==> config.mk <==
export PLATFORM = sky130hd
export DESIGN_NAME = eos_div
export DESIGN_NICKNAME = d
export VERILOG_FILES = /design/src/rtl/eos_div.sv
export SDC_FILE = /design/constraint.sdc
export NUM_CORES = 1
export LEC_CHECK = 0
export BUFFER_PORTS_ARGS = -buffer_cell sky130_fd_sc_hd__buf_2
export CORE_MARGIN = 8
export CORE_UTILIZATION = 49
export DETAILED_ROUTE_END_ITERATION = 6
export GPL_TIMING_DRIVEN = 0
export PLACE_DENSITY = 0.7
export SLEW_MARGIN = 25
export SYNTH_ARGS = -nofsm -noshare
export SYNTH_HDL_FRONTEND = slang
export SYNTH_SLANG_ARGS = --single-unit
==> constraint.sdc <==
create_clock -name clk -period 6 [get_ports clk]
set_clock_uncertainty 0.1 [all_clocks]
set_input_delay 1.8 -clock clk [delete_from_list [all_inputs] [get_ports clk]]
set_output_delay 1.8 -clock clk [all_outputs]
set_load 0.05 [all_outputs]
==> src/rtl/eos_div.sv <==
// restoring divider, one quotient bit per cycle, unsigned operands
// standalone, used by the euler orbit step core
module eos_div #(
	parameter int NW = 174,
	parameter int DW = 147
) (
	input  logic          clk,
	input  logic          arst_n,
	input  logic          start,
	input  logic [NW-1:0] num,
	input  logic [DW-1:0] den,
	output logic          done,
	output logic [NW-1:0] quot
);
	localparam int CW = $clog2(NW + 1);

	logic [NW-1:0] num_q, quot_q;
	logic [DW-1:0] den_q, rem_q;
	logic [DW:0]   trial;
	logic          ge;
	logic [CW-1:0] cnt_q;
	logic          busy_q, done_q;

	assign trial = {rem_q, num_q[NW-1]};
	assign ge    = trial >= {1'b0, den_q};

	always_ff @(posedge clk or negedge arst_n) begin
		if (!arst_n) begin
			busy_q <= 1'b0;
			done_q <= 1'b0;
			cnt_q  <= '0;
		end else begin
			done_q <= 1'b0;
			if (start) begin
				busy_q <= 1'b1;
				cnt_q  <= '0;
			end else if (busy_q) begin
				cnt_q <= cnt_q + 1'b1;
				if (cnt_q == CW'(NW - 1)) begin
					busy_q <= 1'b0;
					done_q <= 1'b1;
				end
			end
		end
	end

	always_ff @(posedge clk) begin
		if (start) begin
			num_q  <= num;
			den_q  <= den;
			rem_q  <= '0;
			quot_q <= '0;
		end else if (busy_q) begin
			// remainder stays below the divisor, so it fits dw bits
			rem_q  <= ge ? DW'(trial - {1'b0, den_q}) : DW'(trial);
			quot_q <= {quot_q[NW-2:0], ge};
			num_q  <= {num_q[NW-2:0], 1'b0};
		end
	end

	assign done = done_q;
	assign quot = quot_q;
endmodule

### Word-level counts from Yosys, hierarchy flattened

Cells that the tools add are included.

| storage, ports and cells | value |
|---|---|
| input port bits | 324 |
| logic and storage cells | 23 |
| output and inout port bits | 175 |
| register bits after elaboration | 652 |

| cells by class | value |
|---|---|
| $add $sub $neg | 2 |
| reductions and logical operators | 1 |
| equal/unequal tests | 1 |
| order comparisons | 1 |
| mux-type cells | 11 |

Operators by type and width:

| operator | count |
|---|---|
| $mux W174 | 2 |
| $ge A148 B147 Y1 | 1 |
| $mux W147 | 1 |
| $sub A147 B147 Y147 | 1 |
| $mux W8 | 2 |
| $add A8 B1 Y8 const B | 1 |
| $eq A8 B8 Y1 const B | 1 |
| $mux W1 | 6 |
| $reduce_bool A2 Y1 | 1 |

### Depth between registers and ports, before layout

| depth | value |
|---|---|
| depth after elaboration | 4 |
| mapped depth | 17 |
| gate-level depth less buffers | 15 |

### Worst setup path after synthesis

No wires, ideal clock.

| timing | value |
|---|---|
| path type | input -> register |
| start | in start |
| end | reg num_q[0] (enable) |
| setup time | 0.526 ns |
| path buffers | 2 |
| stages on the path | 4 |
| arrival | 5.805 ns |
| data required time | 5.374 ns |
| setup slack | -0.431 ns |
| cells stage by stage | clkbuf_1 nor2_1 clkbuf_1 inv_1 |

| on the way | value |
|---|---|
| longest elaborated chain between the ends | 1 |

RTL lines:

| what | RTL line | RTL |
|---|---|---|
| from (decl) | 9 | `input logic start,` |
| $reduce_bool A2 Y1 (no line) | n/a |  |
| to (signal assigned) | 49 | `num_q <= num;` |
| to (signal assigned) | 57 | `num_q <= {num_q[NW-2:0], 1'b0};` |
| to (decl) | 17 | `logic [NW-1:0] num_q, quot_q;` |

No other way between the ends.
A chain may end at the register's enable or synchronous reset.

### Worst setup path in the final report

| timing | value |
|---|---|
| start | in start |
| end | reg num_q[102] (enable) |

Same word-level chain as after synthesis.

==> flow_summary.ini <==
[status]
outcome = finished, final reports clean

[logic_synthesis]
synthesis.area_um2 = 35300
async_flop_share_pct = 1.53
synth_edf_count = 321
synthSimpleGateAreaFrac_pct = 13.6
synth_compound_area_share_pct = 15.9
post_synth.cell_area_avg_um2 = 9.57
synth.area.mux_share_pct = 10.8
yosys_warnings = 0
postSynthCellCount = 3689
ys_types = 81
synth_top_family_by_area = compound AO/OA/AOI/OAI gates
synth_fp_nets = 4163
synthAdderAreaFrac_pct = 5.34
synthFlopType = edfxtp_1
synth_seq_cells = 652
synthXorXnorAreaFrac_pct = 3.32
yosysSeqAreaShare_pct = 46.2

[clock_tree]
clkSinkCount = 652
cts_max_path_buffers = 3
post-cts-setup-buffers = 0
h-tree-depth = 3
clk_latency_ns = 0.65
clk_pin_slew_worst_paths_ns = 0.06
cts_buffers = 73
ctsHoldBuffers = 0
clock-root-buffer = clkbuf_16
cts_tree = built
cts-resized-gates = 0

[placed_design]
port_buffers = 498
gp_congestion = 1.01
place_ws_ns = -0.299
dp_hpwl_mm = 94.3
dpl.cell_count = 5145

[finish]
nNetsFinal = 4744
n_fill_cell = 6345
multiInputGateArea_um2 = 17300
final_cells = 5300
drive_gt1_share_pct = 19.7
seq_area_um2 = 16300
area_growth_pct = 18.0

[drt]
ant_nets = 0
drt_first_pass_iters = 6
drc_errors = 0
vias_per_cell = 5.79
wire_per_inst_um = 23.0
wl_mm = 122
drt_iter0_drc = 2683
vias = 30700

[grt]
grt_overflow = 0
grt.total_usage_pct = 28.8
grt_pass1_wl_mm = 182
grt_pass1_vias = 30100
grt_max_degree = 96
antenna_found_initial = 26

[power]
fin_total_pwr_uw = 17900
p_per_area_nw_per_um2 = 431
peakVddDrop_v = 0.000304
power_leakage_uw = 0.0186

[floorplanning]
coreArea_um2 = 71500
die_h_um = 284
rows = 98
dieWidth_um = 284
num_io_pins = 499
die_area_um2 = 80900
start_util_pct = 49.4

[worst_setup_path]
cpPeakStageDelay_ns = 0.90
critical-path-slowest-cell = nor2_1
r2r_cells = 14
cp-start-kind = primary input
arrival_ns = 6.03
criticalPathCategory = in -> reg
path_max_fanout = 56
cpMostUsedCell = buf_12
end_kind = register
crit_required_ns = 6.28
worstPathCellList = buf_8 -> clkbuf_1 -> nor2_1 -> clkbuf_1 -> clkinvlp_4 -> buf_16 -> buf_12 -> buf_12 -> buf_12
regToRegSetupSlack_ns = 0.77

[flow_run]
drv_cap = 0

[sta]
setup_viol = 0
timing.final.crit_share_pct = 95.8
period_needed_ns = 5.75
final-max-slew-violation-count = 0
hold_violations = 0
rsz0062_at_grt = false
tightestPinTransition_ns = 1.13
max_freq_ghz = 0.174
setup_slack_ns = 0.249
timing.hold.ws_ns = 0.372
max_slew_margin_pct = 24.6

[worst_hold_path]
holdPathStages = 2
hold_path_class = reg -> reg
registers in the layout, summed over array words and instances (netlist names):
signal  count
num_q     174
busy_q      1
den_q     147
done        1
quot      174
rem_q     147
cnt_q       8
power by group:
group	switching, uW	total, uW	leakage (uW)	internal (uW)
clock	1980	4500	0.00118	2520
combinational	4970	7590	0.0114	2620
sequential	484	5840	0.00601	5360
total	7430	17900	0.0186	10500
logic make-up (layout without fill, tap and decap cells):
family	count (synthesis)	count (layout)
buffers and inverters	431	1073
XOR/XNOR	134	134
flip-flops	652	652
adder cells (fa/ha/maj)	150	150
AND/OR/NAND/NOR	1092	1092
AO/OA/AOI/OAI	870	870
other	0	19
multiplexers	360	360
worst paths after layout:
path,from,endpoint
max,start,num_q[102]
max reg2reg,den_q[17],rem_q[143]
min in group asynchronous,arst_n,cnt_q[2]
min reg2reg,rem_q[4],rem_q[4]
min,rem_q[4],rem_q[4]
max in group asynchronous,arst_n,busy_q
per-stage QoR:
step | area [um2] | util [%] | TNS (ns)
after floorplan | 35300 | - | 0
after global placement | 39000 | 54.6 | -1142.40
after detailed placement | 39200 | 54.8 | -12.11
after CTS | 41600 | 58.2 | 0
after global routing | 41600 | 58.3 | 0
final | 41700 | 58.3 | 0
layer usage:
metal	vias to the layer above	GRT usage [%]	part of all wire, %
li1	14500	-	-
met1	14700	35.9	41
met2	1234	47.4	47
met3	293	6.58	7.7
met4	16	12.8	4.8
met5	-	0	0.088
critical path, delay by kind of cell:
kind | cells | cell delay, ns
buffers and inverters | 8 | 3.19
and+or+nand+nor | 1 | 0.90
layout make-up:
cell class | instances | share of cell area [%]
multi-input cells | 2606 | 41.5
flip-flops and latches | 652 | 39.2
repair buffers | 506 | 6.42
clock buffers | 100 | 4.90
well taps | 950 | 2.85
plain buffers | 233 | 2.35
inverters | 198 | 1.79
clock inverters | 36 | 0.874
diodes | 19 | 0.114
placed cells by master (no fill, tap or decap), types with 149 or more instances in the layout:
| master | Yosys | layout |
|---|---|---|
| inv_1 | 198 | 197 |
| mux2_2 | 174 | 174 |
| buf_2 | 7 | 504 |
| dfxtp_1 | 321 | 321 |
| ha_1 | 149 | 149 |
| nor2_1 | 460 | 459 |
| edfxtp_1 | 321 | 321 |
| a21oi_1 | 267 | 267 |
| clkbuf_1 | 181 | 195 |
| mux2i_1 | 186 | 186 |
| nand2_1 | 354 | 354 |
| o21ai_0 | 178 | 178 |
Yosys cell counts, types with 8 or more instances:
| library cell | n | area share [%] |
|---|---|---|
| a211oi_1 | 30 | 0.64 |
| a21boi_0 | 12 | 0.26 |
| a21o_1 | 63 | 1.3 |
| a21oi_1 | 267 | 3.8 |
| a22oi_1 | 8 | 0.17 |
| a311oi_1 | 76 | 1.9 |
| a31oi_1 | 29 | 0.51 |
| and3_1 | 11 | 0.19 |
| buf_1 | 29 | 0.31 |
| buf_4 | 8 | 0.17 |
| buf_6 | 8 | 0.26 |
| clkbuf_1 | 181 | 1.9 |
| dfrtp_1 | 10 | 0.71 |
| dfxtp_1 | 321 | 18 |
| edfxtp_1 | 321 | 27 |
| ha_1 | 149 | 5.3 |
| inv_1 | 198 | 2.1 |
| mux2_2 | 174 | 5.5 |
| mux2i_1 | 186 | 5.3 |
| nand2_1 | 354 | 3.8 |
| nand2b_1 | 16 | 0.28 |
| nand3_1 | 24 | 0.34 |
| nand4_1 | 100 | 1.8 |
| nor2_1 | 460 | 4.9 |
| nor2b_1 | 20 | 0.35 |
| nor3_1 | 34 | 0.48 |
| nor4_1 | 16 | 0.28 |
| o211ai_1 | 13 | 0.28 |
| o21a_1 | 23 | 0.49 |
| o21ai_0 | 178 | 2.5 |
| o21ai_1 | 13 | 0.18 |
| o21bai_1 | 62 | 1.3 |
| o221ai_1 | 8 | 0.20 |
| o31ai_1 | 11 | 0.23 |
| or2_2 | 15 | 0.27 |
| or3_1 | 8 | 0.14 |
| xnor2_1 | 84 | 2.1 |
| xor2_1 | 50 | 1.2 |
No activity file was read; power rests on OpenSTA's default activity.
