<file path="src/rtl/eos_mul.sv">
// shift-add multiplier, one bit of b per cycle, unsigned operands
// standalone, used by the euler orbit step core
module eos_mul #(
	parameter int AW = 98,
	parameter int BW = 49
) (
	input  logic             clk,
	input  logic             arst_n,
	input  logic             start,
	input  logic [AW-1:0]    a,
	input  logic [BW-1:0]    b,
	output logic             done,
	output logic [AW+BW-1:0] p
);
	localparam int PW = AW + BW;
	localparam int CW = $clog2(BW + 1);

	logic [PW-1:0] acc_q, a_q;
	logic [BW-1:0] b_q;
	logic [CW-1:0] cnt_q;
	logic          busy_q, done_q;

	always_ff @(posedge clk or negedge arst_n) begin
		if (!arst_n) begin
			busy_q <= 1'b0;
			done_q <= 1'b0;
			cnt_q  <= '0;
		end else begin
			done_q <= 1'b0;
			if (start) begin
				busy_q <= 1'b1;
				cnt_q  <= '0;
			end else if (busy_q) begin
				cnt_q <= cnt_q + 1'b1;
				if (cnt_q == CW'(BW - 1)) begin
					busy_q <= 1'b0;
					done_q <= 1'b1;
				end
			end
		end
	end

	always_ff @(posedge clk) begin
		if (start) begin
			acc_q <= '0;
			a_q   <= PW'(a);
			b_q   <= b;
		end else if (busy_q) begin
			if (b_q[0]) acc_q <= acc_q + a_q;
			a_q <= {a_q[PW-2:0], 1'b0};
			b_q <= {1'b0, b_q[BW-1:1]};
		end
	end

	assign done = done_q;
	assign p    = acc_q;
endmodule

</file>
<file path="config.mk">
export PLATFORM = sky130hd
export DESIGN_NAME = eos_mul
export DESIGN_NICKNAME = d
export VERILOG_FILES = /design/src/rtl/eos_mul.sv
export SDC_FILE = /design/constraint.sdc
export NUM_CORES = 1
export LEC_CHECK = 0
export BUFFER_PORTS_ARGS = -buffer_cell sky130_fd_sc_hd__clkbuf_2
export CORE_UTILIZATION = 59
export DETAILED_ROUTE_END_ITERATION = 8
export MAX_ROUTING_LAYER = met4
export PLACE_DENSITY_LB_ADDON = 0.1
export SETUP_SLACK_MARGIN = 0.3
export SLEW_MARGIN = 20
export SYNTH_ARGS = -nofsm -noshare
export SYNTH_HDL_FRONTEND = slang
export SYNTH_SLANG_ARGS = --single-unit
</file>
<file path="constraint.sdc">
create_clock -name clk -period 6.2 [get_ports clk]
set_input_delay 0.62 -clock clk [delete_from_list [all_inputs] [get_ports clk]]
set_output_delay 0.62 -clock clk [all_outputs]
set_load 0.05 [all_outputs]
</file>
Yosys cells after proc, flatten, opt, wreduce, memory -nomap -nowiden --
Index checks and enable logic that the tools add are counted.
Cells by class: $add $sub $neg 2, eq/ne operators 1, muxes and demuxes 12, reductions and logical operators 2
Operators with widths (number):
- $mux W98 | 2
- $add A147 B147 Y147 | 1
- $mux W49 | 2
- $mux W6 | 2
- $add A6 B1 Y6 const B | 1
- $eq A6 B6 Y1 const B | 1
- $mux W1 | 6
- $reduce_and A2 Y1 | 1
- $reduce_bool A2 Y1 | 1
Storage, ports and cells: register bits after elaboration 351, input bits 150, output and inout port bits 148, word-level logic and storage cells 24

Logic depth before layout (Yosys ltp) --
word-level depth 4, depth in mapped cells 14, mapped depth without buffers 14

Least setup slack after synthesis --
No wires, ideal clock.
path kind input port to flip-flop, start point input start, end point register a_q[0], enable pin, setup time 499 ps, data arrival time 4350 ps, data required time 5701 ps, slack 1351 ps, cell stages on the path 5, path buffers 3, cell sequence clkbuf_1 clkbuf_1 clkbuf_1 nor2_1 inv_1
Between the ends: word-level cells in the longest chain between the ends 1
RTL lines:
- start, declared | RTL line 9 | input logic start,
- $reduce_bool A2 Y1 (no line)
- end signal, assigned | RTL line 46 | a_q <= PW'(a);
- end signal, assigned | RTL line 50 | a_q <= {a_q[PW-2:0], 1'b0};
- end, declared | RTL line 18 | logic [PW-1:0] acc_q, a_q;
No other way between the ends. A chain may end at the register's enable or synchronous reset.

Worst setup path after layout --
start point register acc_q[0], in the netlist p[0], end point register acc_q[144], in the netlist p[144]
Between the ends: word-level cells in the longest chain between the ends 1
RTL lines:
- start, declared | RTL line 18
- start signal, assigned | RTL line 49 | if (b_q[0]) acc_q <= acc_q + a_q;
- $add A147 B147 Y147 | RTL line 49
No other way between the ends.

==> results.sh <==
export IMPL_cp_cell_sequence="ha_1, inv_1, fa_1, nor2b_1, o31ai_1, a21o_1, nand2_2, a31oi_4, o31ai_2, o211a_1, o211ai_1, a2111oi_0, o22a_1, o211ai_1"
export IMPL_max_clock_path_buffers=3
export IMPL_core_area_mm2=0.0386
export IMPL_num_antenna_cells=0
export IMPL_netlist_area_leader_share_pct=19.1
export IMPL_regArea_mm2=0.00854
export IMPL_dieHeight_um=200
export IMPL_status="completed"
export IMPL_area_growth_pct=13.0
export IMPL_grt_pass1_vias=20300
export IMPL_multiInputGateArea_mm2=0.0138
export IMPL_clk_pin_slew_ns=0.06
export IMPL_netlist_area_mm2=0.0231
export IMPL_netlist_top_cell_by_area="edfxtp_1"
export IMPL_io_buffers=297
export IMPL_p_leak_uw=0.0115
export IMPL_grt_met1_usage_pct=44.8
export IMPL_vdd_drop_max_mv=0.310
export IMPL_r2r_start="p[0]"
export IMPL_hp_start="a[0]"
export IMPL_critical_path_class="register to register"
export IMPL_end_kind="register"
export IMPL_gp_congestion=1.01
export IMPL_hold_viol_final=0
export IMPL_skew_ns=0.0204
export IMPL_p_switching_uw=3690
export IMPL_cts_resized=0
export IMPL_rows=72
export IMPL_routed_via_density=6.23
export IMPL_synth_cell_types=72
export IMPL_period_minus_slack_ns=4.32
export IMPL_holdWs_ns=0.335
export IMPL_cpMostUsedCell="o211ai_1"
export IMPL_cts_sinks=351
export IMPL_clk_latency_ns=0.58
export IMPL_reg2reg_depth=14
export IMPL_path_delay_family="compound AO/OA/AOI/OAI gates"
export IMPL_root_buffer="clkbuf_16"
export IMPL_r2r_slack_ns=1.88
export IMPL_fin_crit_sh_pct=69.7
export IMPL_powerDensity_mw_per_mm2=343
export IMPL_min_to="a_q[0]"
export IMPL_synth_top_flop_cell="dfxtp_1"
export IMPL_postCtsSetupBuffers=0
export IMPL_clkPwrFrac_pct=27.3
export IMPL_fmax_mhz=232
export IMPL_worstMarginPinSlew_ns=0.991
export IMPL_max_stage_delay_ns=0.74
export IMPL_setup_tns_ns=0
export IMPL_numCtsBuffers=40
export IMPL_synthTopCellsByArea="edfxtp_1 19%, dfxtp_1 17%, ha_1 8.0%"
export IMPL_hold_path_class="input pin to register"
export IMPL_grt_setup_unrepaired="false"
export IMPL_grt_max_degree=89
export IMPL_grt_use_total_pct=35.3
export IMPL_die_w_um=200
export IMPL_r2r_end="p[144]"
export IMPL_ys_seq_area_share_pct=36.9
export IMPL_max_slew_margin_pct=33.9
export IMPL_dpl_cell_count=3347
export IMPL_layout_drive_gt1_share_pct=18.6
export IMPL_fillers=3139
export IMPL_first_pass_iters=6
export IMPL_finalSetupViolations=0
export IMPL_crit_slowest_cell="a2111oi_0"
export IMPL_grt_pass1_wl_um=108000
export IMPL_synth_area_per_cell_um2=8.64
export IMPL_htree_levels=2
export IMPL_grt_most_used_layer="met2"
export IMPL_drv_slew=0
export IMPL_drc=0
export IMPL_grt_util_met2_pct=56.5
export IMPL_antenna_found_initial=0
export IMPL_combinationalPowerShare_pct=40.3
export IMPL_hold_depth=2
export IMPL_grt_ovfl_total=0
export IMPL_cts_tree="done"
export IMPL_swShare_pct=41.1
export IMPL_finish_utilization_pct=67.6
export IMPL_route_vias_total=21300
export IMPL_die_area_mm2=0.0400
export IMPL_synth_warnings=0
export IMPL_required_ns=6.65
export IMPL_seq_power_share_pct=32.4
export IMPL_synthArstFlopShare_pct=2.28
export IMPL_intPower_uw=5290
export IMPL_synth_edf_count=147
export IMPL_wl_per_cell_um=20.5
export IMPL_ctsHoldBuffers=1
export IMPL_maxCapViolations=0
export IMPL_io_pins=298
export IMPL_crit_buf_inv=1
export IMPL_wl_um=70300
export IMPL_drt_first_iter_violations=1556
export IMPL_cp_start_kind="register"
export IMPL_synth_seq_cells=351
export IMPL_dp_hpwl_um=52100
export IMPL_initial_utilization_pct=59.8
export IMPL_cp_arrival_ns=4.76
export IMPL_final_net_count=3171
export IMPL_synth_cells=2675
export IMPL_drtAntennaViolNets=0
export IMPL_syn_nets=2974
export IMPL_stdcell_count=3422
export IMPL_path_max_fanout=5
export IMPL_use_met3_pct=4.77
==> placed cells by master (no fill, tap or decap), types with 10 or more instances in the layout <==
| cell | count |
|---|---|
| a211oi_1 | 20 |
| a21o_1 | 82 |
| a21oi_1 | 303 |
| a31oi_1 | 20 |
| and2_1 | 15 |
| and3_1 | 13 |
| buf_4 | 10 |
| clkbuf_1 | 10 |
| clkbuf_16 | 42 |
| clkbuf_2 | 296 |
| dfxtp_1 | 196 |
| edfxtp_1 | 147 |
| ha_1 | 148 |
| inv_1 | 60 |
| mux2_2 | 144 |
| mux2i_1 | 53 |
| nand2_1 | 374 |
| nand3_1 | 43 |
| nand4_1 | 74 |
| nor2_1 | 200 |
| nor2b_1 | 10 |
| nor3_1 | 45 |
| nor4_1 | 10 |
| o211ai_1 | 23 |
| o21a_1 | 22 |
| o21ai_0 | 165 |
| o21ai_1 | 11 |
| o21bai_1 | 44 |
| o31ai_1 | 16 |
| or3_1 | 23 |
| xnor2_1 | 59 |
| xor2_1 | 55 |
==> Yosys cell counts (5+ instances only) <==
cell type / instances
a31o_2: 6
inv_1: 61
o21bai_1: 44
a31oi_1: 20
nor4_1: 10
o31a_1: 5
o21ai_0: 165
or4_1: 6
or2_2: 9
ha_1: 148
a211o_1: 5
a211oi_1: 20
nand3b_1: 7
edfxtp_1: 147
nand2b_1: 8
a221o_1: 5
o21a_1: 22
dfrtp_1: 8
a21boi_0: 7
nor2b_1: 10
xor2_1: 55
o221ai_1: 9
xnor2_1: 59
o31ai_1: 17
mux2i_1: 53
o2111ai_1: 7
a21oi_1: 303
and2_1: 16
a221oi_1: 9
nor3_1: 45
nor2_1: 202
o211ai_1: 23
nand3_1: 43
mux2_2: 144
buf_2: 12
dfxtp_1: 196
and3_1: 13
buf_1: 12
a21o_1: 82
or3_1: 23
nand2_1: 375
clkbuf_1: 129
o21ai_1: 11
nand4_1: 74
==> stage by stage <==
step | total power [µW] | setup WS [ns] | cell area [µm²]
6_report | 8980 | 1.88 | 26100
5_1_grt | 9390 | 1.62 | 26100
4_1_cts | 8920 | 1.59 | 26100
3_5_place_dp | 6470 | 1.60 | 24800
3_3_place_gp | 6430 | 1.78 | 24800
2_1_floorplan | 5570 | 1.35 | 23100
==> flip-flops by register name, summed over array words and instances, names as in the netlist <==
name	count
a_q	147
b_q	49
busy_q	1
cnt_q	6
done	1
p	147
==> power by group through the flow <==
stage | logic (µW) | registers [µW] | clock network (µW)
2_1_floorplan | 2090 | 3470 | 0
3_3_place_gp | 3500 | 2930 | 0
3_5_place_dp | 3520 | 2950 | 0
4_1_cts | 3550 | 2910 | 2460
5_1_grt | 3900 | 2940 | 2550
6_report | 3620 | 2910 | 2450
==> per-layer routing <==
layer  wire length (µm)  part of all wire (%)
met1              30000                    43
met2              33200                    47
met3               4580                   6.5
met4               2520                   3.6
met5                  0                     0
==> worst max path at each step <==
stage | start | to | slack, ns | cells past startpoint
final | p[0] | p[144] | 1.88 | 14
after global placement | p[0] | p[144] | 1.78 | 14
after CTS | a_q[0] | p[144] | 1.59 | 14
after floorplan | start | a_q[0] | 1.35 | 5
after detailed placement | p[0] | p[144] | 1.60 | 14
after global routing | p[0] | p[144] | 1.62 | 14
==> cell type report <==
type / count / share of cell area (%)
Multi-Input combinational cell: 2110 / 52.8
Tap cell: 518 / 2.48
Clock inverter: 17 / 0.690
Sequential cell: 351 / 32.7
Inverter: 61 / 0.895
Timing Repair Buffer: 308 / 6.05
Clock buffer: 57 / 4.43
==> cells by family (layout without fill, tap and decap cells) <==
logic type,after synthesis,count (layout),synth area share (%)
compound gates,794,794,21.1
xor+xnor,114,114,4.32
fa+ha+maj,149,149,8.10
buf+inv,214,443,3.54
flops,351,351,36.9
mux,197,197,9.31
simple gates,856,856,16.7
Note: power is estimated with default switching activity, not from simulation.
