--- src/rtl/eos_sqrt.sv ---
// bit-by-bit integer square root, one root bit per cycle
// standalone, used by the euler orbit step core
module eos_sqrt #(
	parameter int IW = 98
) (
	input  logic            clk,
	input  logic            arst_n,
	input  logic            start,
	input  logic [IW-1:0]   x,
	output logic            done,
	output logic [IW/2-1:0] root
);
	localparam int RW = IW / 2;
	localparam int CW = $clog2(RW + 1);

	logic [IW-1:0] x_q;
	logic [RW-1:0] root_q;
	logic [RW:0]   rem_q;
	logic [RW+2:0] cand, trial;
	logic          ge;
	logic [CW-1:0] cnt_q;
	logic          busy_q, done_q;

	assign cand  = {rem_q, x_q[IW-1:IW-2]};
	assign trial = {1'b0, root_q, 2'b01};
	assign ge    = cand >= trial;

	always_ff @(posedge clk or negedge arst_n) begin
		if (!arst_n) begin
			busy_q <= 1'b0;
			done_q <= 1'b0;
			cnt_q  <= '0;
		end else begin
			done_q <= 1'b0;
			if (start) begin
				busy_q <= 1'b1;
				cnt_q  <= '0;
			end else if (busy_q) begin
				cnt_q <= cnt_q + 1'b1;
				if (cnt_q == CW'(RW - 1)) begin
					busy_q <= 1'b0;
					done_q <= 1'b1;
				end
			end
		end
	end

	always_ff @(posedge clk) begin
		if (start) begin
			x_q    <= x;
			root_q <= '0;
			rem_q  <= '0;
		end else if (busy_q) begin
			rem_q  <= ge ? (RW+1)'(cand - trial) : (RW+1)'(cand);
			root_q <= {root_q[RW-2:0], ge};
			x_q    <= {x_q[IW-3:0], 2'b00};
		end
	end

	assign done = done_q;
	assign root = root_q;
endmodule

--- config.mk ---
export PLATFORM = sky130hd
export DESIGN_NAME = eos_sqrt
export DESIGN_NICKNAME = d
export VERILOG_FILES = /design/src/rtl/eos_sqrt.sv
export SDC_FILE = /design/constraint.sdc
export NUM_CORES = 1
export LEC_CHECK = 0
export ABC_AREA = 1
export BUFFER_PORTS_ARGS = -buffer_cell sky130_fd_sc_hd__clkbuf_2
export CAP_MARGIN = 20
export CELL_PAD_IN_SITES_DETAIL_PLACEMENT = 1
export CELL_PAD_IN_SITES_GLOBAL_PLACEMENT = 2
export CORE_MARGIN = 2
export CORE_UTILIZATION = 33
export DETAILED_ROUTE_END_ITERATION = 8
export PLACE_DENSITY = 0.79
export SETUP_SLACK_MARGIN = 0.4
export SYNTH_ARGS = -nofsm -noshare
export SYNTH_HDL_FRONTEND = slang
export SYNTH_SLANG_ARGS = --single-unit
--- constraint.sdc ---
create_clock -name clk -period 5 [get_ports clk]
set_input_delay 0.5 -clock clk [delete_from_list [all_inputs] [get_ports clk]]
set_output_delay 0.5 -clock clk [all_outputs]
set_load 0.005 [all_outputs]
**Yosys cells after proc, flatten, opt, wreduce, memory -nomap -nowiden**

Cells that the tools add are included.

- Output and inout bits: 50
- Register bits after elaboration: 205
- Input bits: 101
- Word-level logic and storage cells: 22

- $lt $le $gt $ge: 1
- Reductions and logical operators: 1
- Multiplexer cells: 11
- Equal/unequal tests: 1
- Add/subtract/negate cells: 2

Operators with widths:

| kind | count |
|---|---|
| 98-bit two-way mux | 2 |
| 52-bit by 51-bit greater-or-equal comparator with 1-bit output | 1 |
| 50-bit two-way mux | 1 |
| 50-bit subtractor | 1 |
| 6-bit two-way mux | 2 |
| 6-bit by 1-bit adder with 6-bit output (second input constant) | 1 |
| 6-bit equality test (second input constant) | 1 |
| 1-bit two-way mux | 6 |
| 2-bit nonzero test | 1 |

**Depth between registers and ports, before layout**

Gate-level depths: netlist of run 1.

- Depth in word-level cells: 4
- Gate-level depth with buffers: 18

**Least setup slack after synthesis of run 1**

No wires, ideal clock.

- Path type: input port to flip-flop
- Start: input port start
- End: register x_q[0] (enable)
- Data arrival time: 4007 ps
- Setup slack: 492 ps
- Required time: 4500 ps
- Cell stages on the path: 5
- Cells stage by stage: clkbuf_1 > inv_1 > clkbuf_1 > nand2_1 > buf_1

- Word-level cells in the longest chain between the ends: 1

RTL lines:

| element | RTL line | source |
|---|---|---|
| start: declaration | 8 | `input logic start,` |
| 2-bit nonzero test (no line) | - |  |
| end signal: assignment | 56 | `x_q <= {x_q[IW-3:0], 2'b00};` |
| end: declaration | 16 | `logic [IW-1:0] x_q;` |

No other way between the ends.
A chain may end at the register's enable or synchronous reset.

**Worst setup path after layout of run 1**

- Start: register root_q[10] (netlist: root[10])
- End: register rem_q[39]

- Word-level cells in the longest chain between the ends: 2
- Elaborated cells between the ends (all ways): 3

RTL lines:

| element | RTL line | source |
|---|---|---|
| start: declaration | 17 | `logic [RW-1:0] root_q;` |
| start signal: assignment | 55 | `root_q <= {root_q[RW-2:0], ge};` |
| 50-bit subtractor or 52-bit by 51-bit greater-or-equal comparator with 1-bit output (tied branches) | 54, 26 |  |
| 50-bit two-way mux (*) | 54 | `rem_q <= ge ? (RW+1)'(cand - trial) : (RW+1)'(cand);` |
| end signal: assignment | 54 |  |
| end: declaration | 18 | `logic [RW:0] rem_q;` |

Every way passes the cells marked *; elsewhere a longest branch is shown, timed or not.

==> impl_table.tex, run 1 <==
\begin{tabular}{lr}
\hline
Metric & Value \\
\hline
\multicolumn{2}{l}{\textbf{Clocking}} \\
Worst-path clk slew & 0.06 ns \\
Root buf cell & clkbuf\_16 \\
Buffers inserted by post-CTS timing repair & 0 \\
Number of H-tree levels & 1 \\
\# resized after CTS & 0 \\
CTS buffer count & 26 \\
Clock tree from TritonCTS & built \\
Worst-Skew Late Latency & 0.56 ns \\
Clk sink count & 205 \\
Clock buffer depth & 3 \\
Post-CTS Hold Buffers & 1 \\
\multicolumn{2}{l}{\textbf{Yosys}} \\
Post-synthesis async set-or-reset flop share & 3.90\% \\
Count of yosys warnings during synthesis & 0 \\
Count of different cell masters after synthesis & 41 \\
Post-synthesis simple-gate area fraction & 36.1\% \\
Number of flip-flops and latches in the synthesized netlist & 205 \\
Gate Count Post-Synth & 1921 \\
Share of the synthesized netlist area taken by xor and xnor gates & 1.43\% \\
Dominant cells by area after synthesis & nand2\_1 24\%, edfxtp\_1 23\%, dfxtp\_1 15\% \\
Area leader, netlist & nand2\_1 \\
Most frequently used flop master after synthesis & dfxtp\_1 \\
Synthesized-area fraction occupied by adder cells & 5.16\% \\
Share of synthesized area spent on multiplexers & 0\% \\
Synth Area in Compound Gates & 5.94\% \\
Number of flops mapped to enable cells by yosys & 98 \\
Seq/Total Area, Yosys & 39.9\% \\
Net count after synthesis & 2075 \\
Post-synth top area share & 24.3\% \\
Largest family of logic cells by synthesized area & simple AND/OR/NAND/NOR gates \\
Mean cell area of the mapped netlist & 6.69 µm² \\
Synthesized cell area & 12800 µm² \\
\multicolumn{2}{l}{\textbf{STA}} \\
Final Hold Viols & 0 \\
Setup clock skew after layout & 0.0150 ns \\
Period Utilization, post-route & 64.4\% \\
Unrepaired setup endpoints after global routing & false \\
Number of max-slew violations in the final report & 0 \\
Measured slew at the worst slew-check pin & 0.929 ns \\
Setup tns final & 0 ns \\
Crit path time final & 3.22 ns \\
Worst-case setup margin in the final layout & 1.78 ns \\
Highest Clock Rate & 310 MHz \\
Worst relative slew slack & 38.0\% \\
Final count of negative-setup-slack endpoints & 0 \\
\multicolumn{2}{l}{\textbf{Setup path}} \\
Maximum fanout along the worst path & 36 \\
Worst setup path category & register to register \\
Worst flop-to-flop path endpoint & rem\_q[39] \\
Data arrival time of the worst path & 3.72 ns \\
Worst Reg2Reg Path Length in Cells & 15 \\
Required time at the worst-slack endpoint & 5.50 ns \\
R2r setup slk & 1.78 ns \\
Category of the worst setup path launch point & register \\
Capturing element type of the critical path & register \\
Worst R2R Start & root[10] \\
\multicolumn{2}{l}{\textbf{Floorplanning}} \\
Initial core utilization & 33.3\% \\
Width of the die & 201 µm \\
Placement Rows & 72 \\
Number of primary I/O pins & 151 \\
Die Outline Area & 40500 µm² \\
Die Ht & 201 µm \\
Core footprint & 38600 µm² \\
\multicolumn{2}{l}{\textbf{Global route}} \\
Number of antenna violations at the first check in global routing & 2 \\
Remaining global-route overflow & 0 \\
Vias in the first global route & 12.9k \\
First-pass GRT wire length & 68100 µm \\
Pin count of the biggest net entering global routing & 89 \\
Global routing usage summed across all routing layers & 20.8\% \\
\multicolumn{2}{l}{\textbf{Pwr}} \\
Cell Pwr Density & 626 nW/µm² \\
Highest ir drop seen on vdd & 0.294 mV \\
Pleak & 8.12 nW \\
\multicolumn{2}{l}{\textbf{Cells and area}} \\
Non-filler cells, final & 2587 \\
Nets & 2203 \\
Area growth from synthesis to layout & 16.4\% \\
Layout cell share with drive strength beyond 1 & 11.4\% \\
Antenna diode instance count & 0 \\
\multicolumn{2}{l}{\textbf{Min path}} \\
Number of stages on the worst hold path & 3 \\
Launch point of the worst hold path & x[43] \\
Worst hold path class & input port to register \\
Capture endpoint of the worst hold path & x\_q[43] \\
\multicolumn{2}{l}{\textbf{Placement}} \\
Buffers added on ports & 150 \\
DP Cell Count & 2537 \\
DP Worst Slack & 1.72 ns \\
Post-DP HPWL & 32300 µm \\
Gpl congestion & 0.888 \\
\multicolumn{2}{l}{\textbf{Drt}} \\
Uppermost routed layer & met5 \\
Met3 routed WL & 1670 µm \\
Wirelength per Cell & 16.1 µm \\
Routed wire length & 41600 µm \\
Detailed Route Iter0 Violations & 494 \\
Via Count & 12.2k \\
Wire length on met2 & 19400 µm \\
Number of antenna-violating nets in the routed design & 0 \\
Drt drc & 0 \\
Wire length on met1 & 19800 µm \\
Detail-routed via count per cell & 4.73 \\
First-pass iteration count of the detailed router & 4 \\
\multicolumn{2}{l}{\textbf{Run status}} \\
Status & complete, no violations \\
\multicolumn{2}{l}{\textbf{Flow run}} \\
\# Max-Cap Violations & 0 \\
\hline
\end{tabular}
[layout make-up]
class | count | area (µm²)
fillers | 5033 | 23600
clock inverters | 8 | 144
well taps | 518 | 648
repair buffers | 160 | 843
multi-input cells | 1333 | 6250
clock buffers | 40 | 731
flip-flops and latches | 205 | 5120
inverters | 323 | 1210
[synth_stat cells (2+ instances only)]
| cell | count |
|---|---|
| o21bai_1 | 7 |
| nor2_1 | 108 |
| nand4_4 | 2 |
| a21oi_1 | 45 |
| dfrtp_1 | 8 |
| inv_2 | 12 |
| buf_1 | 7 |
| edfxtp_1 | 98 |
| nand2_2 | 5 |
| buf_4 | 4 |
| nor2_2 | 8 |
| nand3_1 | 118 |
| a21oi_2 | 2 |
| xnor2_1 | 13 |
| ha_1 | 53 |
| xor2_1 | 8 |
| o211ai_1 | 8 |
| o21ai_0 | 17 |
| inv_1 | 310 |
| buf_2 | 3 |
| nand2_1 | 830 |
| nand4_1 | 36 |
| nand3b_1 | 4 |
| nor3_1 | 7 |
| o22ai_1 | 48 |
| dfxtp_1 | 99 |
| clkbuf_1 | 43 |
| nor2_4 | 5 |
[metal layers]
| layer | up-vias | track usage (%) |
|---|---|---|
| met4 | 2 | 4.41 |
| li1 | 6239 | - |
| met5 | - | 0 |
| met2 | 182 | 36.0 |
| met1 | 5758 | 27.6 |
| met3 | 58 | 2.92 |
[worst max path at each step]
stage                        start        end  slack (ns)  cells past startpoint
after global placement    root[13]   rem_q[0]        1.74                     16
after CTS                 root[13]  rem_q[39]        1.72                     15
after global routing       root[0]    root[0]        1.45                     12
after detailed placement  root[13]   rem_q[0]        1.72                     16
after floorplan              start     x_q[0]        0.49                      5
final                     root[10]  rem_q[39]        1.78                     15
[flip-flops by register name, summed over array words and instances (netlist names)]
name	flops
busy_q	1
cnt_q	6
done	1
rem_q	50
root	49
x_q	98
[power breakdown]
group          leakage, nW  switching, mW  internal, mW
combinational         5.70           3.65          1.64
clock                0.424          0.752          1.17
sequential            1.99          0.148          2.00
[worst max-delay path, stage by stage, from the launching register on]
cell and delay [ns]:
dfxtp_1 0.34, inv_1 0.09, ha_1 0.36, nand2_1 0.10, inv_2 0.06, nand2_1 0.11, inv_2 0.06, nand2_1 0.08
nor2_1 0.27, nand4_4 0.35, nand4_4 0.46, buf_4 0.47, nand3_1 0.15, nand3_1 0.11, nand2_1 0.05, inv_1 0.07
[metrics by stage]
| stage | area, µm² | hold WS (ns) | utilization, % | power, mW |
|---|---|---|---|---|
| floorplan | 12800 | 0.204 | - | 5.96 |
| global placement | 14100 | 0.358 | 36.5 | 7.39 |
| detailed placement | 14100 | 0.359 | 36.5 | 7.48 |
| CTS | 14900 | 0.180 | 38.7 | 9.46 |
| global route | 15000 | 0.202 | 38.8 | 10.3 |
| finish | 15000 | 0.205 | 38.8 | 9.36 |
[cell families after synthesis]
group           count (synthesis)
simple gates                 1129
buf+inv                       383
flops                         205
compound gates                130
fa+ha+maj                      53
xor+xnor                       21
[placed cells by master, fill, tap and decap left out, drive strengths merged]
master,count
xnor2,13
edfxtp,98
a21o,1
o21a,1
a21oi,47
nand3,118
a21boi,1
dlygate4sd3,1
nor3b,1
and2,2
nand3b,4
dfrtp,8
o21ai,17
inv,323
o22ai,48
o211ai,8
nor4,1
xor2,8
clkinv,5
nand4,38
nand2,835
dfxtp,99
nor2,121
nor3,9
buf,10
ha,53
clkbuf,189
bufinv,3
o21bai,7
No activity file was read; power rests on OpenSTA's default activity.
==> run 2, diff against run 1 <==
==> constraint.sdc (replaced) <==
create_clock -name clk -period 3.1 [get_ports clk]
set_input_delay 0.31 -clock clk [delete_from_list [all_inputs] [get_ports clk]]
set_output_delay 0.31 -clock clk [all_outputs]
set_load 0.005 [all_outputs]
==> run 2 against run 1 <==
Global-route usage up 0.45 points. Sequential power up 60%. Setup slack worse by 1.2 ns. Cell area up 1.2%. Non-clock buffer count up 11. Critical endpoint is now rem_q[41].
==> impl_table.tex, run 2 (synthesis results as in run 1) <==
\begin{tabular}{lr}
\hline
Metric & Value \\
\hline
\multicolumn{2}{l}{\textbf{Run status}} \\
Status & complete, no violations (unchanged) \\
\multicolumn{2}{l}{\textbf{STA}} \\
Final Hold Viols & 0 (unchanged) \\
Worst relative slew slack & 32.8\% (was 38.0\%) \\
Period Utilization, post-route & 81.6\% (was 64.4\%) \\
Final count of negative-setup-slack endpoints & 0 (unchanged) \\
Setup clock skew after layout & 0.0271 ns (was 0.0150 ns) \\
Setup tns final & 0 ns (unchanged) \\
Number of max-slew violations in the final report & 0 (unchanged) \\
Minimum hold slack & 0.0297 ns (was 0.205 ns) \\
Highest Clock Rate & 395 MHz (was 310 MHz) \\
Measured slew at the worst slew-check pin & 1.01 ns (was 0.929 ns) \\
Crit path time final & 2.53 ns (was 3.22 ns) \\
Unrepaired setup endpoints after global routing & true (was false) \\
\multicolumn{2}{l}{\textbf{Floorplanning}} \\
Number of primary I/O pins & 151 (unchanged) \\
Placement Rows & 72 (unchanged) \\
Initial core utilization & 33.3\% (unchanged) \\
Width of the die & 201 µm (unchanged) \\
Die Ht & 201 µm (unchanged) \\
Core footprint & 38600 µm² (unchanged) \\
Die Outline Area & 40500 µm² (unchanged) \\
\multicolumn{2}{l}{\textbf{Drt}} \\
Routed wire length & 42800 µm (was 41600 µm) \\
Drt drc & 0 (unchanged) \\
First-pass iteration count of the detailed router & 5 (was 4) \\
Detail-routed via count per cell & 4.72 (was 4.73) \\
Number of antenna-violating nets in the routed design & 0 (unchanged) \\
Detailed Route Iter0 Violations & 504 (was 494) \\
Via Count & 12.3k (was 12.2k) \\
Wirelength per Cell & 16.5 µm (was 16.1 µm) \\
\multicolumn{2}{l}{\textbf{Min path}} \\
Worst hold path class & input port to register (unchanged) \\
\multicolumn{2}{l}{\textbf{Cells and area}} \\
Design area & 15100 µm² (was 15000 µm²) \\
Area growth from synthesis to layout & 17.9\% (was 16.4\%) \\
Nets & 2213 (was 2203) \\
Layout cell share with drive strength beyond 1 & 12.9\% (was 11.4\%) \\
Highest-count cells in the layout ignoring fill and taps & 826 x nand2\_1, 308 x inv\_1, 149 x clkbuf\_2 (was 829 x nand2\_1, 308 x inv\_1, 149 x clkbuf\_2) \\
Antenna diode instance count & 0 (unchanged) \\
Flip-flop count of the largest register, all copies and words added & 98 (unchanged) \\
Most frequent standard cell in the layout excluding fill and tap cells & nand2\_1 (unchanged) \\
Fill cell count & 5057 (was 5033) \\
Register with the most flip-flops & x\_q (unchanged) \\
\multicolumn{2}{l}{\textbf{Setup path}} \\
Worst R2R Start & root[16] (was root[10]) \\
Required time at the worst-slack endpoint & 3.59 ns (was 5.50 ns) \\
Start point of the critical path & root[16] (was root[10]) \\
Worst Reg2Reg Path Length in Cells & 15 (unchanged) \\
Setup crit end & rem\_q[41] (was rem\_q[39]) \\
Maximum fanout along the worst path & 36 (unchanged) \\
R2r setup slk & 0.57 ns (was 1.78 ns) \\
Worst flop-to-flop path endpoint & rem\_q[41] (was rem\_q[39]) \\
Worst setup path category & register to register (unchanged) \\
Category of the worst setup path launch point & register (unchanged) \\
Data arrival time of the worst path & 3.02 ns (was 3.72 ns) \\
Capturing element type of the critical path & register (unchanged) \\
\multicolumn{2}{l}{\textbf{Global route}} \\
Vias in the first global route & 12.7k (was 12.9k) \\
Number of antenna violations at the first check in global routing & 0 (was 2) \\
Global routing usage summed across all routing layers & 21.2\% (was 20.8\%) \\
Remaining global-route overflow & 0 (unchanged) \\
First-pass GRT wire length & 68800 µm (was 68100 µm) \\
Pin count of the biggest net entering global routing & 146 (was 89) \\
\multicolumn{2}{l}{\textbf{Pwr}} \\
Highest ir drop seen on vdd & 0.496 mV (was 0.294 mV) \\
Cell Pwr Density & 1020 nW/µm² (was 626 nW/µm²) \\
Pleak & 8.20 nW (was 8.12 nW) \\
\multicolumn{2}{l}{\textbf{Clocking}} \\
Worst-path clk slew & 0.06 ns (about the same) \\
Number of H-tree levels & 1 (unchanged) \\
Clk sink count & 205 (unchanged) \\
CTS buffer count & 25 (was 26) \\
Clock tree from TritonCTS & built (unchanged) \\
Root buf cell & clkbuf\_16 (unchanged) \\
Worst-Skew Late Latency & 0.57 ns (was 0.56 ns) \\
Clock buffer depth & 3 (unchanged) \\
\multicolumn{2}{l}{\textbf{Placement}} \\
Post-DP HPWL & 32600 µm (was 32300 µm) \\
Placed cell area & 14200 µm² (was 14100 µm²) \\
Buffers added on ports & 150 (unchanged) \\
Gpl congestion & 0.917 (was 0.888) \\
\multicolumn{2}{l}{\textbf{Flow run}} \\
\# Max-Cap Violations & 0 (unchanged) \\
\hline
\end{tabular}
==> run 2: cell types whose count changed in the layout (fill, tap and decap cells not counted), moves of 4 or more <==
cell      previous run  this run
buf_12               1         5
a21oi_2              2         6
a21oi_1             45        41
clkinv_2             1         7
nor2_1             108       102
ha_1                53        49
buf_4                9        14
ha_2                 0         4
nor2_4               5         9
clkbuf_8             2         6
clkbuf_1            10         3
==> run 2: layout make-up <==
| cell class | count | area [µm²] | area share, % |
|---|---|---|---|
| Timing Repair Buffer | 171 | 986 | 6.51 |
| Tap cell | 518 | 648 | 4.28 |
| Inverter | 323 | 1210 | 8.02 |
| Clock buffer | 34 | 719 | 4.75 |
| Multi-Input combinational cell | 1333 | 6330 | 41.8 |
| Clock inverter | 12 | 126 | 0.834 |
| Sequential cell | 205 | 5120 | 33.8 |
==> run 2: power by group <==
group,internal [mW],switching [mW]
logic,2.94,6.08
clock network,1.79,1.23
registers,3.22,0.227
total,7.96,7.53
==> run 2: metal layers <==
metal	global-route usage, %	share of wire (%)
met1	28.0	47
met2	36.5	47
met3	3.42	4.2
met4	4.81	2.4
met5	0	0
==> run 2: metrics by stage <==
stage	power, mW	setup WS [ns]	util, %	cells
3_3_place_gp	12.1	0.302	36.7	2545
6_report	15.5	0.571	39.3	2596
3_5_place_dp	12.3	0.240	36.7	2545
2_1_floorplan	9.61	0.449	-	1921
5_1_grt	16.9	0.374	39.3	2596
4_1_cts	15.5	0.375	39.0	2595
==> run 2: critical path, cell delays in order, from the launching register on <==
cell,delay [ns]
dfxtp_1,0.33
inv_1,0.07
ha_1,0.40
nand2_1,0.13
inv_2,0.07
nand2_1,0.11
inv_2,0.08
nand2_1,0.12
nor2_4,0.18
nand4_4,0.13
nand4_4,0.17
buf_12,0.21
nand3_1,0.19
nand3_1,0.12
nand2_1,0.05
inv_1,0.07
==> run 2: how the worst min path moves through the flow <==
stage	to	cells after the start	startpoint
floorplan	busy_q	0	arst_n
global route	x_q[83]	3	x[83]
finish	x_q[58]	3	x[58]
detailed placement	cnt_q[3]	1	arst_n
CTS	x_q[19]	3	x[19]
global placement	cnt_q[5]	1	arst_n
==> run 2: timing repair <==
item,4_1_cts,5_1_grt
pin swaps,1,1
hold buffers,2,0
cloned,0,0
setup endpoints to repair,34,49
gates resized for setup,2,26
endpoints found under the hold margin,9,0
setup buffers,2,1
==> run 3, diff against run 2 <==
--- a/config.mk
+++ b/config.mk
@@ -5,15 +5,15 @@
 export SDC_FILE = /design/constraint.sdc
 export NUM_CORES = 1
 export LEC_CHECK = 0
-export ABC_AREA = 1
+export ABC_AREA = 0
 export BUFFER_PORTS_ARGS = -buffer_cell sky130_fd_sc_hd__clkbuf_2
 export CAP_MARGIN = 20
 export CELL_PAD_IN_SITES_DETAIL_PLACEMENT = 1
 export CELL_PAD_IN_SITES_GLOBAL_PLACEMENT = 2
 export CORE_MARGIN = 2
-export CORE_UTILIZATION = 33
+export CORE_UTILIZATION = 37
 export DETAILED_ROUTE_END_ITERATION = 8
-export PLACE_DENSITY = 0.79
+export PLACE_DENSITY = 0.78
 export SETUP_SLACK_MARGIN = 0.4
 export SYNTH_ARGS = -nofsm -noshare
 export SYNTH_HDL_FRONTEND = slang
==> constraint.sdc (replaced) <==
create_clock -name clk -period 2.5 [get_ports clk]
set_input_delay 0.25 -clock clk [delete_from_list [all_inputs] [get_ports clk]]
set_output_delay 0.25 -clock clk [all_outputs]
set_load 0.005 [all_outputs]
==> run 3 against run 2 <==
Highest routed layer is now met5. The flow now finishes with violations (setup timing). Cell area grew 19%. Hold slack lost 0.0063 ns. Wire length shrank 4.7%. Via count shrank 11%. Total power grew 42%. Sequential share of layout area shrank 5.2 points. Largest cell class unchanged.
==> impl_table.tex, run 3 <==
\begin{tabular}{lr}
\hline
Metric & Value \\
\hline
\multicolumn{2}{l}{\textbf{Yosys}} \\
Post-synthesis async set-or-reset flop share & 3.90\% (unchanged) \\
Count of yosys warnings during synthesis & 0 (unchanged) \\
Number of flip-flops and latches in the synthesized netlist & 205 (unchanged) \\
Top cells by count, synth & 128 x nor2\_1, 109 x nand2\_1, 99 x dfxtp\_1, 98 x edfxtp\_1, 98 x mux2\_2 (was 830 x nand2\_1, 310 x inv\_1, 118 x nand3\_1, 108 x nor2\_1, 99 x dfxtp\_1) \\
Most frequently used flop master after synthesis & dfxtp\_1 (unchanged) \\
Number of flops mapped to enable cells by yosys & 98 (unchanged) \\
Area leader, netlist & edfxtp\_1 (was nand2\_1) \\
Dominant cells by area after synthesis & edfxtp\_1 25\%, dfxtp\_1 17\%, mux2\_2 9.3\% (was nand2\_1 24\%, edfxtp\_1 23\%, dfxtp\_1 15\%) \\
Mean cell area of the mapped netlist & 9.94 µm² (was 6.69 µm²) \\
Net count after synthesis & 1353 (was 2075) \\
Synthesized cell area & 11900 µm² (was 12800 µm²) \\
Gate Count Post-Synth & 1199 (was 1921) \\
Seq/Total Area, Yosys & 43.0\% (was 39.9\%) \\
Cell with the most instances after synthesis & nor2\_1 (was nand2\_1) \\
Count of different cell masters after synthesis & 75 (was 41) \\
Post-synth top area share & 24.7\% (was 24.3\%) \\
\multicolumn{2}{l}{\textbf{Placement}} \\
Buffers added on ports & 150 (unchanged) \\
Gpl congestion & 0.821 (was 0.917) \\
DP Worst Slack & -0.577 ns (was 0.240 ns) \\
Post-DP HPWL & 25200 µm (was 32600 µm) \\
DP Cell Count & 1940 (was 2545) \\
\multicolumn{2}{l}{\textbf{Flow run}} \\
\# Max-Cap Violations & 0 (unchanged) \\
\multicolumn{2}{l}{\textbf{Pwr}} \\
Clock Power Share & 17.1\% (was 19.5\%) \\
Pleak & 8.05 nW (was 8.20 nW) \\
Cell Pwr Density & 1220 nW/µm² (was 1020 nW/µm²) \\
Logic gate share of total power & 63.0\% (was 58.2\%) \\
Internal power consumption & 13.3 mW (was 7.96 mW) \\
Portion of total power attributed to sequential cells & 19.9\% (was 22.3\%) \\
Net Switching & 8.65 mW (was 7.53 mW) \\
Highest ir drop seen on vdd & 0.668 mV (was 0.496 mV) \\
Net switching share of the total power & 39.4\% (was 48.6\%) \\
\multicolumn{2}{l}{\textbf{Clocking}} \\
Root buf cell & clkbuf\_16 (unchanged) \\
Clock tree from TritonCTS & built (unchanged) \\
Worst-path clk slew & 0.07 ns (was 0.06 ns) \\
Worst-Skew Late Latency & 0.56 ns (was 0.57 ns) \\
Clock buffer depth & 3 (unchanged) \\
CTS buffer count & 25 (unchanged) \\
Clk sink count & 205 (unchanged) \\
Number of H-tree levels & 1 (unchanged) \\
\multicolumn{2}{l}{\textbf{Drt}} \\
Via Count & 11.0k (was 12.3k) \\
Detailed Route Iter0 Violations & 327 (was 504) \\
Routed wire length & 40800 µm (was 42800 µm) \\
First-pass iteration count of the detailed router & 5 (unchanged) \\
Detail-routed via count per cell & 5.18 (was 4.72) \\
Wirelength per Cell & 19.3 µm (was 16.5 µm) \\
Drt drc & 0 (unchanged) \\
Number of antenna-violating nets in the routed design & 0 (unchanged) \\
\multicolumn{2}{l}{\textbf{Setup path}} \\
Worst flop-to-flop path endpoint & rem\_q[47] (was rem\_q[41]) \\
Slowest cell on the critical path & a2111o\_1 (was ha\_1) \\
Worst R2R Start & root[17] (was root[16]) \\
Worst Reg2Reg Path Length in Cells & 13 (was 15) \\
Required time at the worst-slack endpoint & 2.95 ns (was 3.59 ns) \\
R2r setup slk & -0.37 ns (was 0.57 ns) \\
Maximum fanout along the worst path & 6 (was 36) \\
Worst setup path category & register to register (unchanged) \\
Capturing element type of the critical path & register (unchanged) \\
Worst Path Buf+Inv & 4 (was 5) \\
Category of the worst setup path launch point & register (unchanged) \\
Crit-path max cell delay & 0.49 ns (was 0.40 ns) \\
CP top delay family & compound AO/OA/AOI/OAI gates (was simple AND/OR/NAND/NOR gates) \\
Data arrival time of the worst path & 3.32 ns (was 3.02 ns) \\
Dominant cell type by count on the critical path & buf\_6 (was nand2\_1) \\
Cell-by-cell trace of the critical path & inv\_2, ha\_4, nand4\_1, a2111o\_1, a31oi\_4, o21a\_4, o31a\_4, nor2\_4, buf\_6, buf\_12, buf\_6, or3b\_1, and3\_1 (was inv\_1, ha\_1, nand2\_1, inv\_2, nand2\_1, inv\_2, nand2\_1, nor2\_4, nand4\_4, nand4\_4, buf\_12, nand3\_1, nand3\_1, nand2\_1, inv\_1) \\
\multicolumn{2}{l}{\textbf{Cells and area}} \\
Highest-count cells in the layout ignoring fill and taps & 275 x buf\_4, 149 x clkbuf\_2, 125 x nor2\_1 (was 826 x nand2\_1, 308 x inv\_1, 149 x clkbuf\_2) \\
Fill cell count & 3398 (was 5057) \\
Register with the most flip-flops & x\_q (unchanged) \\
Multi-input gate area in the final layout & 7080 µm² (was 6330 µm²) \\
Most frequent standard cell in the layout excluding fill and tap cells & buf\_4 (was nand2\_1) \\
Flip-flop count of the largest register, all copies and words added & 98 (unchanged) \\
Non-filler cells, final & 2115 (was 2596) \\
Antenna diode instance count & 0 (unchanged) \\
Final core area utilization & 57.0\% (was 39.3\%) \\
Nets & 1848 (was 2213) \\
Sequential cell area & 5160 µm² (was 5120 µm²) \\
Layout cell share with drive strength beyond 1 & 47.6\% (was 12.9\%) \\
Area growth from synthesis to layout & 51.3\% (was 17.9\%) \\
\multicolumn{2}{l}{\textbf{STA}} \\
Final Hold Viols & 0 (unchanged) \\
Unrepaired setup endpoints after global routing & true (unchanged) \\
Number of max-slew violations in the final report & 0 (unchanged) \\
Final count of negative-setup-slack endpoints & 51 (was 0) \\
Crit path time final & 2.87 ns (was 2.53 ns) \\
Setup clock skew after layout & 0.0132 ns (was 0.0271 ns) \\
Worst-case setup margin in the final layout & -0.370 ns (was 0.571 ns) \\
Highest Clock Rate & 348 MHz (was 395 MHz) \\
Setup tns final & -14.10 ns (was 0 ns) \\
Period Utilization, post-route & 115\% (was 81.6\%) \\
Measured slew at the worst slew-check pin & 0.550 ns (was 1.01 ns) \\
Minimum hold slack & 0.0234 ns (was 0.0297 ns) \\
Worst relative slew slack & 63.3\% (was 32.8\%) \\
\multicolumn{2}{l}{\textbf{Floorplanning}} \\
Die Outline Area & 33700 µm² (was 40500 µm²) \\
Core footprint & 31600 µm² (was 38600 µm²) \\
Number of primary I/O pins & 151 (unchanged) \\
Initial core utilization & 37.7\% (was 33.3\%) \\
Die Ht & 184 µm (was 201 µm) \\
Placement Rows & 65 (was 72) \\
Width of the die & 184 µm (was 201 µm) \\
\multicolumn{2}{l}{\textbf{Min path}} \\
Number of stages on the worst hold path & 2 (was 3) \\
Worst hold path class & input port to register (unchanged) \\
Capture endpoint of the worst hold path & x\_q[42] (was x\_q[58]) \\
Launch point of the worst hold path & x[42] (was x[58]) \\
\multicolumn{2}{l}{\textbf{Global route}} \\
Global routing usage summed across all routing layers & 23.8\% (was 21.2\%) \\
Vias in the first global route & 11.9k (was 12.7k) \\
First-pass GRT wire length & 64100 µm (was 68800 µm) \\
Pin count of the biggest net entering global routing & 97 (was 146) \\
Number of antenna violations at the first check in global routing & 1 (was 0) \\
Remaining global-route overflow & 0 (unchanged) \\
\multicolumn{2}{l}{\textbf{Run status}} \\
Status & complete, but fails checks (was complete, no violations) \\
Failing checks & setup timing \\
\hline
\end{tabular}
## run 3: what timing repair did
action                     4_1_cts  5_1_grt
setup buffers                   26       14
gates cloned                     1        1
resized for setup              147       61
hold endpoints to repair        94        0
pin swaps                       65       39
hold buffers                    87        0
setup endpoints to repair       51       51
## run 3: routing by layer
layer	vias to the layer above	part of all wire, %	track usage [%]
li1	5326	-	-
met1	5335	43	29.2
met2	235	50	42.9
met3	57	4.8	4.83
met4	2	2.0	4.86
met5	-	0.032	0
## run 3: layout make-up
type	count	share of cell area, %
clock buffers	31	3.76
well taps	402	2.79
multi-input cells	849	39.2
inverters	70	1.48
repair buffers	543	23.3
flip-flops and latches	205	28.6
clock inverters	15	0.846
## run 3: power groups by stage
stage	registers (mW)	clock network, mW	logic, mW
after floorplan	4.31	0	6.75
after global placement	4.32	0	10.4
final	4.36	3.75	13.8
after detailed placement	4.34	0	10.7
after global routing	4.41	3.96	14.9
after CTS	4.33	3.80	12.7
## run 3: worst max-delay path by stage
stage,from,end,slack (ns),depth (start not counted)
2_1_floorplan,root[10],rem_q[14],-0.24,12
3_3_place_gp,root[5],rem_q[20],-0.42,11
3_5_place_dp,root[31],rem_q[17],-0.58,14
4_1_cts,root[27],rem_q[47],-0.34,14
5_1_grt,root[15],rem_q[47],-0.47,13
6_report,root[17],rem_q[47],-0.37,13
## run 3: metrics by stage
step	instance area (µm²)	power, mW
after CTS	17600	20.8
after detailed placement	15100	15.0
final	18000	21.9
after floorplan	12200	11.1
after global routing	18000	23.3
after global placement	15100	14.7
## run 3: worst register-to-register path: cells and delay by family, from the launching register on
kind            cells  cell delay [ns]
flops               1             0.33
buf+inv             4             0.43
compound gates      4             0.99
simple gates        4             0.76
fa+ha+maj           1             0.26
## run 3: cells by family after synthesis
group,after synthesis,synth area share (%)
mux,154,14.0
fa+ha+maj,53,5.56
flops,205,43.0
xor+xnor,34,2.50
compound gates,263,16.3
buf+inv,145,5.38
simple gates,345,13.3
